==> src/design/daily_window_min_max_tracker_assert.svh <==
// Assertion macros used by the update engine of the daily window min/max tracker.
`ifndef DAILY_WINDOW_MIN_MAX_TRACKER_ASSERT_SVH
`define DAILY_WINDOW_MIN_MAX_TRACKER_ASSERT_SVH

// Condition must hold at every clock edge outside reset.
`define DWMM_ASSERT_ALWAYS(lbl, clk, rst_n, cond, msg) \
  lbl: assert property (@(posedge clk) disable iff (!(rst_n)) (cond)) else $error(msg);

// Consequent must hold in the same cycle as the antecedent.
`define DWMM_ASSERT_IMPLIES(lbl, clk, rst_n, ante, cons, msg) \
  lbl: assert property (@(posedge clk) disable iff (!(rst_n)) (ante) |-> (cons)) \
    else $error(msg);

// Consequent must hold in the cycle after the antecedent.
`define DWMM_ASSERT_NEXT(lbl, clk, rst_n, ante, cons, msg) \
  lbl: assert property (@(posedge clk) disable iff (!(rst_n)) (ante) |=> (cons)) \
    else $error(msg);

`endif

==> src/design/dwmm_pkg.sv <==
// Shared types and constants of the daily window min/max tracker.
`default_nettype none

package dwmm_pkg;

  localparam int StampW = 27;
  localparam int ValueW = 32;
  localparam int CountW = 7;

  // Sequencer states of the update engine
  typedef enum logic [2:0] {
    ST_IDLE,
    ST_UPDATE,
    ST_SCAN,
    ST_DRAIN,
    ST_DONE
  } state_e;

  // One finished result beat handed from the engine to the output register
  typedef struct packed {
    logic                     accepted;
    logic [CountW-1:0]        point_count;
    logic signed [ValueW-1:0] window_min;
    logic signed [ValueW-1:0] window_max;
    logic signed [ValueW-1:0] latest_value;
  } res_t;

endpackage

`default_nettype wire

==> src/design/dwmm_ctrl.sv <==
// Update engine: stamp lookup, read-modify-write of the ring and min/max rescan.
`default_nettype none
`include "daily_window_min_max_tracker_assert.svh"

module dwmm_ctrl #(
  parameter int WINDOW_POINTS = 64,
  parameter int IdxW          = 6,
  parameter int CntW          = 7
) (
  input  logic                             clk_i,
  input  logic                             rst_ni,
  // input beat
  input  logic                             in_valid_i,
  output logic                             in_ready_o,
  input  logic [dwmm_pkg::StampW-1:0]      day_stamp_i,
  input  logic signed [dwmm_pkg::ValueW-1:0] sample_value_i,
  // result handoff
  output logic                             res_valid_o,
  input  logic                             res_ready_i,
  output dwmm_pkg::res_t                   res_o,
  // memory
  output logic                             mem_we_o,
  output logic [IdxW-1:0]                  mem_waddr_o,
  output logic [dwmm_pkg::StampW+dwmm_pkg::ValueW-1:0] mem_wdata_o,
  output logic [IdxW-1:0]                  mem_raddr_o,
  input  logic [dwmm_pkg::StampW+dwmm_pkg::ValueW-1:0] mem_rdata_i
);

  import dwmm_pkg::*;

  localparam logic [CntW-1:0] FullCnt = CntW'(WINDOW_POINTS);

  // ring index: (base + off) mod WINDOW_POINTS, both operands below the depth
  function automatic logic [IdxW-1:0] ring_add(input logic [IdxW-1:0] base,
                                               input logic [IdxW-1:0] off);
    logic [IdxW:0] sum;
    sum = {1'b0, base} + {1'b0, off};
    if (sum >= (IdxW+1)'(WINDOW_POINTS)) begin
      sum = sum - (IdxW+1)'(WINDOW_POINTS);
    end
    return sum[IdxW-1:0];
  endfunction

  state_e                   state_q, state_d;
  logic [StampW-1:0]        stamp_q, stamp_d;
  logic signed [ValueW-1:0] value_q, value_d;
  logic [IdxW-1:0]          newest_q, newest_d;
  logic [IdxW-1:0]          oldest_q, oldest_d;
  logic [CntW-1:0]          fill_q, fill_d;
  logic signed [ValueW-1:0] latest_q, latest_d;
  logic signed [ValueW-1:0] min_q, min_d;
  logic signed [ValueW-1:0] max_q, max_d;
  logic                     acc_q, acc_d;
  logic [IdxW-1:0]          scan_addr_q, scan_addr_d;
  logic [CntW-1:0]          scan_left_q, scan_left_d;
  logic                     rd_vld_q, rd_vld_d;
  logic                     first_q, first_d;

  logic                     in_beat;
  logic                     positive;
  logic [StampW-1:0]        rd_stamp;
  logic signed [ValueW-1:0] rd_value;
  logic                     hit;
  logic [IdxW-1:0]          newest_idx;

  assign in_beat    = in_valid_i & in_ready_o;
  assign positive   = !sample_value_i[ValueW-1] && (sample_value_i != '0);
  assign rd_stamp   = mem_rdata_i[StampW+ValueW-1:ValueW];
  assign rd_value   = mem_rdata_i[ValueW-1:0];
  assign hit        = (fill_q != '0) && (rd_stamp == stamp_q);
  assign newest_idx = ring_add(oldest_q, IdxW'(fill_q - CntW'(1)));

  // next state
  always_comb begin
    state_d = state_q;
    unique case (state_q)
      ST_IDLE: begin
        if (in_beat) begin
          state_d = positive ? ST_UPDATE : ST_DONE;
        end
      end
      ST_UPDATE: state_d = ST_SCAN;
      ST_SCAN: begin
        if (scan_left_q == CntW'(1)) begin
          state_d = ST_DRAIN;
        end
      end
      ST_DRAIN: state_d = ST_DONE;
      ST_DONE: begin
        if (res_ready_i) begin
          state_d = ST_IDLE;
        end
      end
      default: state_d = ST_IDLE;
    endcase
  end

  // handshake and memory port outputs
  always_comb begin
    in_ready_o  = 1'b0;
    res_valid_o = 1'b0;
    mem_we_o    = 1'b0;
    mem_raddr_o = scan_addr_q;
    unique case (state_q)
      ST_IDLE: begin
        in_ready_o  = 1'b1;
        mem_raddr_o = newest_idx;
      end
      ST_UPDATE: mem_we_o = 1'b1;
      ST_SCAN:   mem_raddr_o = scan_addr_q;
      ST_DRAIN:  mem_raddr_o = scan_addr_q;
      ST_DONE:   res_valid_o = 1'b1;
      default:   mem_we_o = 1'b0;
    endcase
  end

  // write slot: overwrite newest on a repeated stamp, else append or replace oldest
  always_comb begin
    if (hit) begin
      mem_waddr_o = newest_q;
    end else if (fill_q < FullCnt) begin
      mem_waddr_o = ring_add(oldest_q, IdxW'(fill_q));
    end else begin
      mem_waddr_o = oldest_q;
    end
  end
  assign mem_wdata_o = {stamp_q, value_q};

  // datapath next values
  always_comb begin
    stamp_d     = stamp_q;
    value_d     = value_q;
    newest_d    = newest_q;
    oldest_d    = oldest_q;
    fill_d      = fill_q;
    latest_d    = latest_q;
    min_d       = min_q;
    max_d       = max_q;
    acc_d       = acc_q;
    scan_addr_d = scan_addr_q;
    scan_left_d = scan_left_q;
    rd_vld_d    = 1'b0;
    first_d     = first_q;

    unique case (state_q)
      ST_IDLE: begin
        if (in_beat) begin
          stamp_d  = day_stamp_i;
          value_d  = sample_value_i;
          newest_d = newest_idx;
          acc_d    = positive;
        end
      end
      ST_UPDATE: begin
        if (!hit) begin
          if (fill_q < FullCnt) begin
            fill_d = fill_q + CntW'(1);
          end else begin
            oldest_d = ring_add(oldest_q, IdxW'(1));
          end
        end
        latest_d    = value_q;
        scan_addr_d = oldest_d;
        scan_left_d = fill_d;
        first_d     = 1'b1;
      end
      ST_SCAN: begin
        rd_vld_d    = 1'b1;
        scan_addr_d = ring_add(scan_addr_q, IdxW'(1));
        scan_left_d = scan_left_q - CntW'(1);
      end
      default: rd_vld_d = 1'b0;
    endcase

    // fold the value returned by the previous scan read
    if (rd_vld_q) begin
      first_d = 1'b0;
      if (first_q) begin
        min_d = rd_value;
        max_d = rd_value;
      end else begin
        if (rd_value < min_q) min_d = rd_value;
        if (rd_value > max_q) max_d = rd_value;
      end
    end
  end

  // control and held state
  always_ff @(posedge clk_i or negedge rst_ni) begin
    if (!rst_ni) begin
      state_q     <= ST_IDLE;
      oldest_q    <= '0;
      fill_q      <= '0;
      latest_q    <= '0;
      min_q       <= '0;
      max_q       <= '0;
      acc_q       <= 1'b0;
      scan_left_q <= '0;
      rd_vld_q    <= 1'b0;
      first_q     <= 1'b0;
    end else begin
      state_q     <= state_d;
      oldest_q    <= oldest_d;
      fill_q      <= fill_d;
      latest_q    <= latest_d;
      min_q       <= min_d;
      max_q       <= max_d;
      acc_q       <= acc_d;
      scan_left_q <= scan_left_d;
      rd_vld_q    <= rd_vld_d;
      first_q     <= first_d;
    end
  end

  // item payload and scan address
  always_ff @(posedge clk_i) begin
    stamp_q     <= stamp_d;
    value_q     <= value_d;
    newest_q    <= newest_d;
    scan_addr_q <= scan_addr_d;
  end

  assign res_o.accepted     = acc_q;
  assign res_o.point_count  = CountW'(fill_q);
  assign res_o.window_min   = min_q;
  assign res_o.window_max   = max_q;
  assign res_o.latest_value = latest_q;

  `DWMM_ASSERT_ALWAYS(a_fill_bound, clk_i, rst_ni, fill_q <= FullCnt, "fill count above window")
  `DWMM_ASSERT_IMPLIES(a_ring_only_when_full, clk_i, rst_ni, oldest_q != '0, fill_q == FullCnt, "oldest pointer moved before window full")
  `DWMM_ASSERT_IMPLIES(a_scan_nonempty, clk_i, rst_ni, state_q == ST_SCAN, scan_left_q != '0, "scan with no entries left")
  `DWMM_ASSERT_IMPLIES(a_min_le_max, clk_i, rst_ni, state_q == ST_DONE && acc_q, min_q <= max_q, "window min above window max")
  `DWMM_ASSERT_NEXT(a_done_to_idle, clk_i, rst_ni, state_q == ST_DONE && res_ready_i, state_q == ST_IDLE, "result handoff did not return to idle")

endmodule

`default_nettype wire

==> config.mk <==
export PLATFORM = sky130hd
export DESIGN_NAME = dwmm_ctrl
export DESIGN_NICKNAME = d
export VERILOG_FILES = /design/src/design/dwmm_pkg.sv /design/src/design/dwmm_ctrl.sv
export VERILOG_INCLUDE_DIRS = /design/src /design/src/design
export SDC_FILE = /design/constraint.sdc
export NUM_CORES = 1
export LEC_CHECK = 0
export ABC_AREA = 1
export BUFFER_PORTS_ARGS = -buffer_cell sky130_fd_sc_hd__buf_2
export CAP_MARGIN = 25
export CORE_ASPECT_RATIO = 0.6
export CORE_MARGIN = 2
export CORE_UTILIZATION = 50
export DETAILED_ROUTE_END_ITERATION = 12
export PLACE_DENSITY = 0.77
export SETUP_SLACK_MARGIN = 0.2
export SLEW_MARGIN = 40
export SYNTH_ARGS = -nofsm -noshare
export SYNTH_HDL_FRONTEND = slang
export SYNTH_SLANG_ARGS = --single-unit
==> constraint.sdc <==
create_clock -name clk_i -period 11.5 [get_ports clk_i]
set_clock_uncertainty 0.1 [all_clocks]
set_input_delay 0.575 -clock clk_i [delete_from_list [all_inputs] [get_ports clk_i]]
set_output_delay 0.575 -clock clk_i [all_outputs]
set_load 0.01 [all_outputs]
# == Word level (Yosys, flattened, before mapping) ==
# Cells that the tools add are included.
# word_totals
regBits,193
latchBits,0
ram_bits,0
rom_bits,0
inputBits,122
output_inout_bits,178
n_memories,0
# op_classes
n_addsub,11
multipliers,0
n_div,0
magnitude_cmp,7
n_eq_ne,9
n_shift,0
mux,28
n_bitwise,1
reduce_logical,14
# ops
operator,n
$mux 32,4
$mux 6,9
$gt 32x32->1,1
$lt 32x32->1,1
$reduce_bool 32->1,1
$sub 6x1->6 const B,5
$ge 7x7->1 const B,4
$eq 27x27->1,1
$pmux 3 s5,1
$add 6x1->7 const B,2
$add 6x6->7,2
$mux 7,2
$pmux 7 s2,1
$mux 3,4
$pmux 6 s2,1
$reduce_bool 2->1,4
$add 7x1->7 const B,1
$eq 7x1->1 const B,1
$lt 7x7->1 const B,1
$reduce_bool 7->1,1
$sub 7x1->7 const B,1
$eq 3x2->1 const B,2
$mux 1,6
$ne 2x2->1 const B,3
other kinds (8),11

# == Longest topological paths before layout ==
# Gate-level depths: netlist of run 1.
# logic_depth
depth_word,6
ltp_mapped,21
ltp_nobuf,20

# == Worst setup path before layout of run 1 ==
# No wires, ideal clock.
# synth_timing
path_type,reg-to-reg
start,reg state_q[1]
end,"reg newest_q[0], enable pin"
setup_time_ps,489
arrival_ps,3403
slack_ps,7508
stages_incl_launch_ff,4
path_buffers,0
cell_sequence,dfrtp_1 > nor2_1 > nand2_1 > nor2_1
# synth_between
elab_chain_len,4
# synth_rtl
item,line,source
from (decl),dwmm_ctrl.sv:44,"state_e state_q, state_d;"
from (signal assigned),dwmm_ctrl.sv:202,state_q <= state_d;
$logic_not 3->1 (*),"dwmm_ctrl.sv:104, dwmm_ctrl.sv:145",
$mux 1,dwmm_ctrl.sv:104,unique case (state_q)
$and 1x1->1,dwmm_ctrl.sv:66,assign in_beat = in_valid_i & in_ready_o;
$reduce_and 2->1 (no source line) (*),--,
to (signal assigned),dwmm_ctrl.sv:219,newest_q <= newest_d;
to (decl),dwmm_ctrl.sv:47,"logic [IdxW-1:0] newest_q, newest_d;"
# Every way passes the cells marked *; elsewhere a longest branch is shown, timed or not.
# A chain may end at the register's enable or synchronous reset.

# == Final worst setup path of run 1 ==
# layout_timing
start,reg fill_q[1]
end,out mem_waddr_o[5]
# layout_between
elab_chain_len,5
word_cells_on_any_way,9
classes_between,add/sub: 2; order compare: 2; mux: 3; reduce/logical: 2
# layout_rtl
item,line,source
from (decl),dwmm_ctrl.sv:49,"logic [CntW-1:0] fill_q, fill_d;"
from (signal assigned),dwmm_ctrl.sv:204,fill_q <= fill_d;
$add 6x6->7,dwmm_ctrl.sv:37,"sum = {1'b0, base} + {1'b0, off};"
$sub 6x1->6 / $ge 7x7->1 (equally long branches),"dwmm_ctrl.sv:39, dwmm_ctrl.sv:38",
$mux 6,dwmm_ctrl.sv:38,if (sum >= (IdxW+1)'(WINDOW_POINTS)) begin
$mux 6,dwmm_ctrl.sv:121,end else if (fill_q < FullCnt) begin
$mux 6 (*),dwmm_ctrl.sv:119,if (hit) begin
to (decl),dwmm_ctrl.sv:23,"output logic [IdxW-1:0] mem_waddr_o,"
# Marked as above.

==> metrics, run 1 <==
outcome=finished clean; first-pass GRT wire length=44,300 microns; Final Util=62.6%; Yosys warning count=0; detailed placement HPWL=20,800 microns; antenna violations before repair=1; DRC=0; Die ar.=~22,000 sq um; R2R Path Start=max_q[31]$_DFFE_PN0P_; Non-Filler Instances=1,727; VDD IR-drop max=143 uV; sum of buffers and inverters on the critical path=3; clk buf depth=2; DRT antenna net count=0; Crit Path Max Fanout=20; reg2reg setup slack=8.38 ns; Reg2Reg Depth=15; Max Cap Viol=0; Via Count=8,893; Setup Viol. Count Final=0; sequential fraction of the synthesis area=49.5%; Crit path largest cell delay=approximately 0.55 ns; Final Cycle Share=33.2%; CTS buffer count=17; CTS Hold Bufs=0; per-cell routed wire length=16.0 microns; slowest cell on the critical path=nand2_1; fill count=around 1,800; ant diodes=0; Post-Syn Area per Cell=around 9.0 sq um; r2r endpoint=max_q[12]$_DFFE_PN0P_; Syn Nets=about 1,400; TritonCTS clock tree=built; Leak=6.54 nW; largest net degree at the start of global routing=66; post-route cell area=~13,000 sq um; DRT iter0 DRCs=~700; Final Hold Viols=0; area share of the largest cell type after synthesis=29.2%; worst-path cell chain=inv_1 > ha_1 > nand3_1 > nand4_1 > nor3_2 > nand2_1 > inv_2 > nor2_1 > nand2_1 > o211ai_1 > buf_2; First-pass DRT Iterations=8; Final Wtd Congestion=0.876; adder-cell share of the synthesized area=9.95%; most frequent CP cell=nand2_1; synth unique cells=42; Die Height=between 100 and 150 microns; asr flop ratio synth=63.2%; Final min period=3.81 ns; CP endpoint kind=output pin; CP required=10.83 ns; core area=about 20,000 sq um; vias per cell=5.15; largest family of logic cells by synthesized area=simple AND/OR/NAND/NOR gates; area of the mapped netlist=10,500 sq um; setup TNS=0 ns; Hold Path Class=primary input to asynchronous set/reset pin; Synth Flop Type=dfrtp_1; post_cts resized=0; port buffer count=299; CP delay by family, top=simple AND/OR/NAND/NOR gates; final slew viol count=0; startpoint types=flip-flop; unrepaired setup endpoints after global routing=no; Synth Area in Compound Gates=5.09%; Final #Nets=1,645; Synth Area in XOR/XNOR=4.27%; Post-CTS Setup Inserts=0; Worst Path Class, Setup=flip-flop to output pin; power density cells=between 200 and 300 nW/um^2; # IOs=300; synthesized flop and latch total=between 150 and 200; clk sinks=193; vias in the first global route=8,479; worst skew pair latency=0.44 ns; Cells after DPL=1,695; Post-Synth Simple-Gate Area=about a quarter; Yosys top cell by area=dfrtp_1; layout cells sized above 1=28.3%; Root Driver=clkbuf_16; row count=40; Clk pin slew, worst setup/hold paths=0.07 ns; Relative slew margins=a little under half; Fmax achieved=~260 MHz; post-synthesis mux area share=0%; actual slew at the worst max-slew pin=0.819 ns; Area growth syn-to-layout=21.2%; synth top area cells=dfrtp_1 (29%), edfxtp_1 (20%), nand2_1 (12%); Overall Power=3.49 mW; Die Width=191 microns; Post-synth EDFFs=71; routed wire length=~28,000 microns; GR Overflow Total=0; critical path data arrival time=3.14 ns; total global-route track usage=25.7%; Mapped Cells=1,157; post-placement cell area=12,100 sq um; H-tree depth=4; Starting Density=51.6%
[cell usage after synthesis (2+ instances only)]
cell      count
clkbuf_1     22
inv_2         4
ha_1         80
o21ai_1      19
nor4_1        8
buf_12        3
o22ai_1       2
buf_2         3
buf_6         3
o211ai_1      8
a21oi_1      33
nand2_2      63
a21o_1        2
xnor2_1      23
dfrtp_1     122
o21ai_0      26
nand4_1      11
and3_1        2
nor2_1       39
fa_1          2
inv_1       114
buf_4         8
a31oi_1       4
xor2_1       28
nand2_1     336
nand3_1      97
nor3_1       10
edfxtp_1     71
[cell usage in the layout, fill, tap and decap left out, types with 2 or more instances in the layout]
cell type   count
edfxtp_1       71
nor3_1         10
and3_1          2
dfrtp_1       121
o211ai_1        8
nand2_2        63
clkinv_2        2
nand2_1       336
nand4_1        11
nand3_1        97
ha_1           80
inv_1         114
inv_6           5
xor2_1         28
clkinvlp_4      2
a21oi_1        33
nor2_1         38
a21o_1          2
clkinv_1        3
clkbuf_16      18
nor4_1          8
o21ai_0        26
a31oi_1         4
xnor2_1        23
buf_6           2
o22ai_1         2
buf_2         298
buf_4           5
fa_1            2
inv_2           4
o21ai_1        19
[kinds of logic after synthesis]
kind of cell | Yosys count
and+or+nand+nor | 574
adders and majority gates | 82
buffers and inverters | 159
DFF | 193
AOI/OAI and AO/OA | 98
xor gates and xnor gates | 51
[routing by layer]
layer | part of all wire, % | global-route usage, % | vias up
li1 | - | - | 4335
met1 | 47 | 38.1 | 4145
met2 | 42 | 37.5 | 380
met3 | 9.1 | 6.12 | 31
met4 | 1.6 | 7.55 | 2
met5 | 0.036 | 0 | -
[power breakdown]
group,switching (mW),internal [mW]
clock,0.274,0.315
sequential,0.227,1.02
combinational,1.05,0.610
total,1.55,1.94
[cell type report]
class	instances	area, sq um	share of cell area (%)
Sequential cell	193	5190	40.9
Multi-Input combinational cell	805	4590	36.2
Timing Repair Buffer	305	1550	12.2
Clock buffer	18	450	3.55
Inverter	119	447	3.52
Tap cell	273	342	2.69
Clock inverter	14	126	0.996
[state kept, by name (all words and copies together), names as in the netlist, 3 cells and up]
signal and flops:
state_q 3, latest_q 32, value_q 32, fill_q 7, scan_addr_q 6, oldest_q 6, min_q 32, max_q 32
stamp_q 27, newest_q 6, scan_left_q 7
[how the worst max path moves through the flow]
stage	cells after the start	slack [ns]	end	start
6_report	11	7.69	mem_waddr_o[5]	fill_q[1]$_DFFE_PN0P_
5_1_grt	11	7.46	mem_waddr_o[1]	fill_q[1]$_DFFE_PN0P_
4_1_cts	11	7.70	mem_waddr_o[5]	fill_q[1]$_DFFE_PN0P_
3_5_place_dp	15	8.15	max_q[12]$_DFFE_PN0P_	mem_rdata_i[31]
3_3_place_gp	12	8.21	mem_waddr_o[5]	mem_rdata_i[55]
2_1_floorplan	3	7.51	newest_q[0]$_DFFE_PP_	state_q[1]$_DFFE_PN0P_
[through the flow]
step                      hold slack (ns)  worst slack (ns)
after floorplan                     0.179              7.51
after global placement              0.350              8.21
after detailed placement            0.359              8.15
after CTS                          0.0385              7.70
after global routing               0.0597              7.46
final                              0.0233              7.69
Power figures use the tool's default switching activity.
==> run 2: changes to the inputs <==
--- a/config.mk
+++ b/config.mk
@@ -6,14 +6,14 @@
 export SDC_FILE = /design/constraint.sdc
 export NUM_CORES = 1
 export LEC_CHECK = 0
-export ABC_AREA = 1
+export ABC_AREA = 0
 export BUFFER_PORTS_ARGS = -buffer_cell sky130_fd_sc_hd__buf_2
 export CAP_MARGIN = 25
 export CORE_ASPECT_RATIO = 0.6
 export CORE_MARGIN = 2
 export CORE_UTILIZATION = 50
 export DETAILED_ROUTE_END_ITERATION = 12
-export PLACE_DENSITY = 0.77
+export PLACE_DENSITY = 0.78
 export SETUP_SLACK_MARGIN = 0.2
 export SLEW_MARGIN = 40
 export SYNTH_ARGS = -nofsm -noshare
==> constraint.sdc (replaced) <==
create_clock -name clk_i -period 3.8 [get_ports clk_i]
set_clock_uncertainty 0.1 [all_clocks]
set_input_delay 0.19 -clock clk_i [delete_from_list [all_inputs] [get_ports clk_i]]
set_output_delay 0.19 -clock clk_i [all_outputs]
set_load 0.01 [all_outputs]
==> run 2 against run 1 <==
Effect of this change:
- setup slack lost 7.2 ns
- clock-buffer cell count grew 2
- non-clock buffer count grew 99
- largest cell class unchanged
- largest power group unchanged
==> metrics, run 2 <==
top post-synthesis cells by count=nand2_1 (132), dfrtp_1 (122), ha_1 (80), inv_1 (79), edfxtp_1 (71); Relative slew margins=51.3%; First-pass DRT Iterations=6; Final #Nets=~1,500; layout cells sized above 1=33.2%; Final min period=3.34 ns; Die Width=188 microns; Crit Path Max Fanout=12; startpoint types=flip-flop; Post-Syn Area per Cell=approximately 12 sq um; TritonCTS clock tree=built; Setup WS post-layout=0.459 ns; Via Count=between 8,000 and 9,000; clk buf depth=2; setup TNS=0 ns; Yosys warning count=0; Max Cap Viol=0; CTS buffer count=17; Area growth syn-to-layout=33.0%; Die Height=114 microns; CP endpoint kind=output pin; DP Worst Slack=about 0.64 ns; critical path data arrival time=3.05 ns; Mapped Cells=877; register area=5180 sq um; commonest non-fill, non-tap cell in the layout=buf_2; Hold Path Class=primary input to flip-flop; row count=40; fraction of power spent switching nets=between 30% and 40%; area share of the largest cell type after synthesis=30.2%; detailed placement HPWL=21,300 microns; asr flop ratio synth=63.2%; per-cell routed wire length=19.5 microns; Worst Path Class, Setup=flip-flop to output pin; Final Cycle Share=between 80% and 90%; Root Driver=clkbuf_16; routed wire length=30,400 microns; Final Hold Viols=0; Starting Density=50.7%; unrepaired setup endpoints after global routing=no; Non-Filler Instances=roughly 1,600; Final Wtd Congestion=0.903; Fmax achieved=299 MHz; Die ar.=21,400 sq um; total global-route track usage=28.5%; Multi-input gate area=4470 sq um; synth top area cells=dfrtp_1 (30%), edfxtp_1 (21%), ha_1 (9.9%); largest net degree at the start of global routing=65; Combinational Power Share=45.8%; outcome=finished clean; vias in the first global route=just over 8,000; GR Overflow Total=0; Internal Pwr Total=6.17 mW; post_cts resized=0; VDD IR-drop max=about 490 uV; vias per cell=approximately 5.4; P_sw=4.06 mW; antenna violations before repair=1; clk sinks=193; # IOs=300; Leak=6.57 nW; sequential fraction of the synthesis area=51.3%; most frequent cells in the layout=buf_2 (298), nand2_1 (131), dfrtp_1 (122), dlygate4sd3_1 (93), ha_1 (80); power density cells=761 nW/um^2; Overall Power=10.2 mW; Cells after DPL=1,433; Syn Nets=~1,100; DRC=0; synth unique cells=69; core area=19,900 sq um; Post-synth EDFFs=71; Clk pin slew, worst setup/hold paths=0.07 ns; first-pass GRT wire length=~47,000 microns; most common cell in the synthesized netlist=nand2_1; H-tree depth=4; Yosys top cell by area=dfrtp_1; actual slew at the worst max-slew pin=0.726 ns; final slew viol count=0; fill count=1,502; DRT iter0 DRCs=about 690; Seq pwr share=36.7%; clock network fraction of total power=around 18%; worst skew pair latency=0.44 ns; CP required=approximately 3.5 ns; port buffer count=299; Setup Viol. Count Final=0; area of the mapped netlist=10,100 sq um; Synth Flop Type=dfrtp_1; synthesized flop and latch total=193; DRT antenna net count=0
==> run 2: changes by cell type after synthesis, sizes merged, moves of 5 or more <==
cell	delta
o21ai	-21
nand2	-269
nor4	+12
xnor2	-5
nor2	-13
mux2	+77
inv	-39
clkbuf	-5
buf	-7
xor2	+14
nand3	-84
mux2i	+5
==> run 2: worst max-delay path: stages (launching register included) <==
cell      delay (ns)
edfxtp_1        0.43
xor2_1          0.20
nor4_1          0.44
nand4_1         0.26
buf_4           0.26
nor2_2          0.26
buf_4           0.26
mux2_2          0.36
buf_2           0.14
==> run 2: power groups by stage <==
stage | sequential (mW) | clock (mW) | combinational (mW)
after detailed placement | 3.74 | 0 | 4.53
after global routing | 3.85 | 1.90 | 5.11
after global placement | 3.71 | 0 | 4.42
after CTS | 3.73 | 1.81 | 4.64
final | 3.75 | 1.79 | 4.68
after floorplan | 3.92 | 0 | 2.62
==> run 2: timing repair <==
item	4_1_cts	5_1_grt
hold buffers	93	0
buffers inserted	0	0
endpoints found under the hold margin	183	0
==> run 2: logic make-up after synthesis <==
group	Yosys count	share of synthesized area, %
and+or+nand+nor	241	11.1
adders and majority gates	82	10.3
DFF	193	51.3
buffers and inverters	108	4.53
xor gates and xnor gates	60	5.20
AOI/OAI and AO/OA	111	7.38
muxes	82	10.2
==> run 2: area by class of cell <==
cell class | instances | area share (%)
clock buffer | 20 | 3.40
antenna | 1 | 0.0186
multi-input combinational | 576 | 33.3
sequential | 193 | 38.6
clock inverter | 12 | 0.894
tap | 273 | 2.54
timing repair buffer | 404 | 19.1
inverter | 80 | 2.23
==> run 2: routing by layer <==
layer	track usage (%)	wire length [microns]	up-vias
met5	0	0	-
met4	10.4	910	0
met3	7.81	2370	57
met2	44.4	13700	397
met1	38.7	13500	4092
li1	-	-	3861
==> run 2: path summary, 6_finish.rpt <==
kind	to	cells past startpoint	startpoint	slack, ns
setup / recovery	mem_waddr_o[3]	8	stamp_q[0]$_DFFE_PP_	0.46
hold / removal	state_q[0]$_DFFE_PN0P_	3	in_valid_i	0.17
setup reg to reg	max_q[31]$_DFFE_PN0P_	9	max_q[17]$_DFFE_PN0P_	0.56
hold reg to reg	latest_q[23]$_DFFE_PN0P_	2	value_q[23]$_DFFE_PP_	0.37
max in group asynchronous	latest_q[22]$_DFFE_PN0P_	3	rst_ni	2.65
min in group asynchronous	max_q[28]$_DFFE_PN0P_	2	rst_ni	0.20
==> run 2: per-stage QoR <==
step	util, %	hold slack, ns	instance area (sq um)
floorplan	-	-0.206	10100
global placement	59.9	0.219	11900
detailed placement	59.9	0.212	11900
CTS	67.4	0.144	13400
global route	67.5	0.186	13400
finish	67.5	0.175	13400
==> run 3: changes to the inputs <==
--- a/config.mk
+++ b/config.mk
@@ -14,7 +14,7 @@
 export CORE_UTILIZATION = 50
 export DETAILED_ROUTE_END_ITERATION = 12
 export PLACE_DENSITY = 0.78
-export SETUP_SLACK_MARGIN = 0.2
+export SETUP_SLACK_MARGIN = 0.5
 export SLEW_MARGIN = 40
 export SYNTH_ARGS = -nofsm -noshare
 export SYNTH_HDL_FRONTEND = slang
==> run 3 against run 2 <==
Effect of this change:
- combinational power up 1%
- wire length up 0.18%
- global-route usage unchanged
- worst hold slack worse by 0.0021 ns
- die area unchanged
- critical endpoint unchanged
- cell count up 0.38%
- sequential share of layout area down 0.15 points
- critical path depth unchanged
- via count about the same
- largest cell class unchanged
==> metrics, run 3 (synthesis gave the netlist of run 2 again) <==
outcome=finished clean; antenna violations before repair=1; vias per cell=5.37; First-pass DRT Iterations=4; VDD IR-drop max=484 uV; most frequent cells in the layout=buf_2 (298), nand2_1 (131), dfrtp_1 (120), dlygate4sd3_1 (93), ha_1 (80); clk sinks=193; core area=19,900 sq um; DRC=0; final slew viol count=0; per-cell routed wire length=just under 20 microns; Fmax achieved=311 MHz; Via Count=8,408; Hold Path Sink=state_q[0]$_DFFE_PN0P_; Crit Path Max Fanout=12; Starting Density=between 50% and 60%; Reg2Reg Depth=9; Die Width=188 microns; Relative slew margins=50.0%; Worst Path Class, Setup=flip-flop to output pin; Final Hold Viols=0; CP required=3.51 ns; r2r endpoint=min_q[11]$_DFFE_PN0P_; Hold Path Class=primary input to flip-flop; Die ar.=21,400 sq um; DRT antenna net count=0; Worst Hold Path Cells=3; total global-route track usage=28.5%; Leak=roughly 6.6 nW; GR Overflow Total=0; minimum hold slack=0.173 ns; critical path data arrival time=2.92 ns; CP endpoint kind=output pin; port buffer count=around 300; detailed placement HPWL=21,300 microns; Clk pin slew, worst setup/hold paths=0.07 ns; Die Height=114 microns; unrepaired setup endpoints after global routing=yes; hold path startpoint=in_valid_i; layout cells sized above 1=33.8%; vias in the first global route=around 8,300; Final Cycle Share=84.6%; largest net degree at the start of global routing=65; commonest non-fill, non-tap cell in the layout=buf_2; R2R Path Start=min_q[31]$_DFFE_PN0P_; clk buf depth=2; Setup Viol. Count Final=0; startpoint types=flip-flop; Final Wtd Congestion=0.903; Final #Nets=1,482; power density cells=762 nW/um^2; actual slew at the worst max-slew pin=between 0.7 and 0.8 ns; first-pass GRT wire length=46,600 microns; Root Driver=clkbuf_16; Max Cap Viol=0; row count=40; Area growth syn-to-layout=33.6%; setup TNS=0 ns; Overall Power=around 10 mW; worst skew pair latency=0.44 ns; reg2reg setup slack=0.75 ns; H-tree depth=4; TritonCTS clock tree=built; routed wire length=30,500 microns; # IOs=300; CTS buffer count=17; DRT iter0 DRCs=709; Final min period=3.21 ns
[run 3: changes by cell type in the layout (fill, tap and decap cells not counted), sizes merged]
cell  change
buf       +6
[run 3: worst max-delay path by stage]
stage | startpoint | to | slack (ns) | cells after the start
after detailed placement | max_q[17]$_DFFE_PN0P_ | max_q[31]$_DFFE_PN0P_ | 0.64 | 9
after global placement | max_q[17]$_DFFE_PN0P_ | max_q[31]$_DFFE_PN0P_ | 0.71 | 9
final | stamp_q[0]$_DFFE_PP_ | mem_waddr_o[3] | 0.59 | 8
after CTS | fill_q[0]$_DFFE_PN0P_ | mem_raddr_o[5] | 0.53 | 10
after global routing | fill_q[0]$_DFFE_PN0P_ | mem_raddr_o[5] | 0.46 | 10
after floorplan | state_q[0]$_DFFE_PN0P_ | acc_q$_DFFE_PN0P_ | 0.53 | 4
[run 3: repair_timing]
action                                 4_1_cts  5_1_grt
endpoints found under the hold margin      183        0
buffers inserted                             0        6
hold buffers                                93        0
gates resized for setup                      0        4
setup endpoints to repair                    0        7
[run 3: per-layer routing]
metal	wire [microns]	share of wire, %	vias to the layer above	global-route usage (%)
met3	2370	7.8	54	7.81
met4	877	2.9	0	10.4
met5	0	0	-	0
met1	13500	44	4086	38.7
li1	-	-	3868	-
met2	13800	45	400	44.4
[run 3: report_power, final]
group | switching, mW | internal [mW]
sequential | 0.687 | 3.07
combinational | 2.55 | 2.19
clock | 0.843 | 0.954
[run 3: through the flow]
| step | util [%] | cells | setup WS, ns | cell area (sq um) |
|---|---|---|---|---|
| finish | 67.8 | 1565 | 0.586 | 13500 |
| global route | 67.8 | 1565 | 0.464 | 13500 |
| CTS | 67.4 | 1558 | 0.533 | 13400 |
| detailed placement | 59.9 | 1433 | 0.636 | 11900 |
| global placement | 59.9 | 1433 | 0.708 | 11900 |
| floorplan | - | 877 | 0.532 | 10100 |
[run 3: area by class of cell]
class / count / area (sq um)
flip-flops and latches: 193 / 5190
inverters: 80 / 300
well taps: 273 / 342
clock buffers: 20 / 457
multi-input cells: 576 / 4490
clock inverters: 12 / 120
repair buffers: 410 / 2610
diodes: 1 / 2.50
fillers: 1492 / 6420
[run 3: critical path, stage by stage (launching register included)]
cell and delay, ns:
edfxtp_1 0.42, xor2_1 0.21, nor4_2 0.36, nand4_1 0.24, buf_4 0.25, nor2_2 0.25
buf_4 0.25, mux2_2 0.36, buf_2 0.14
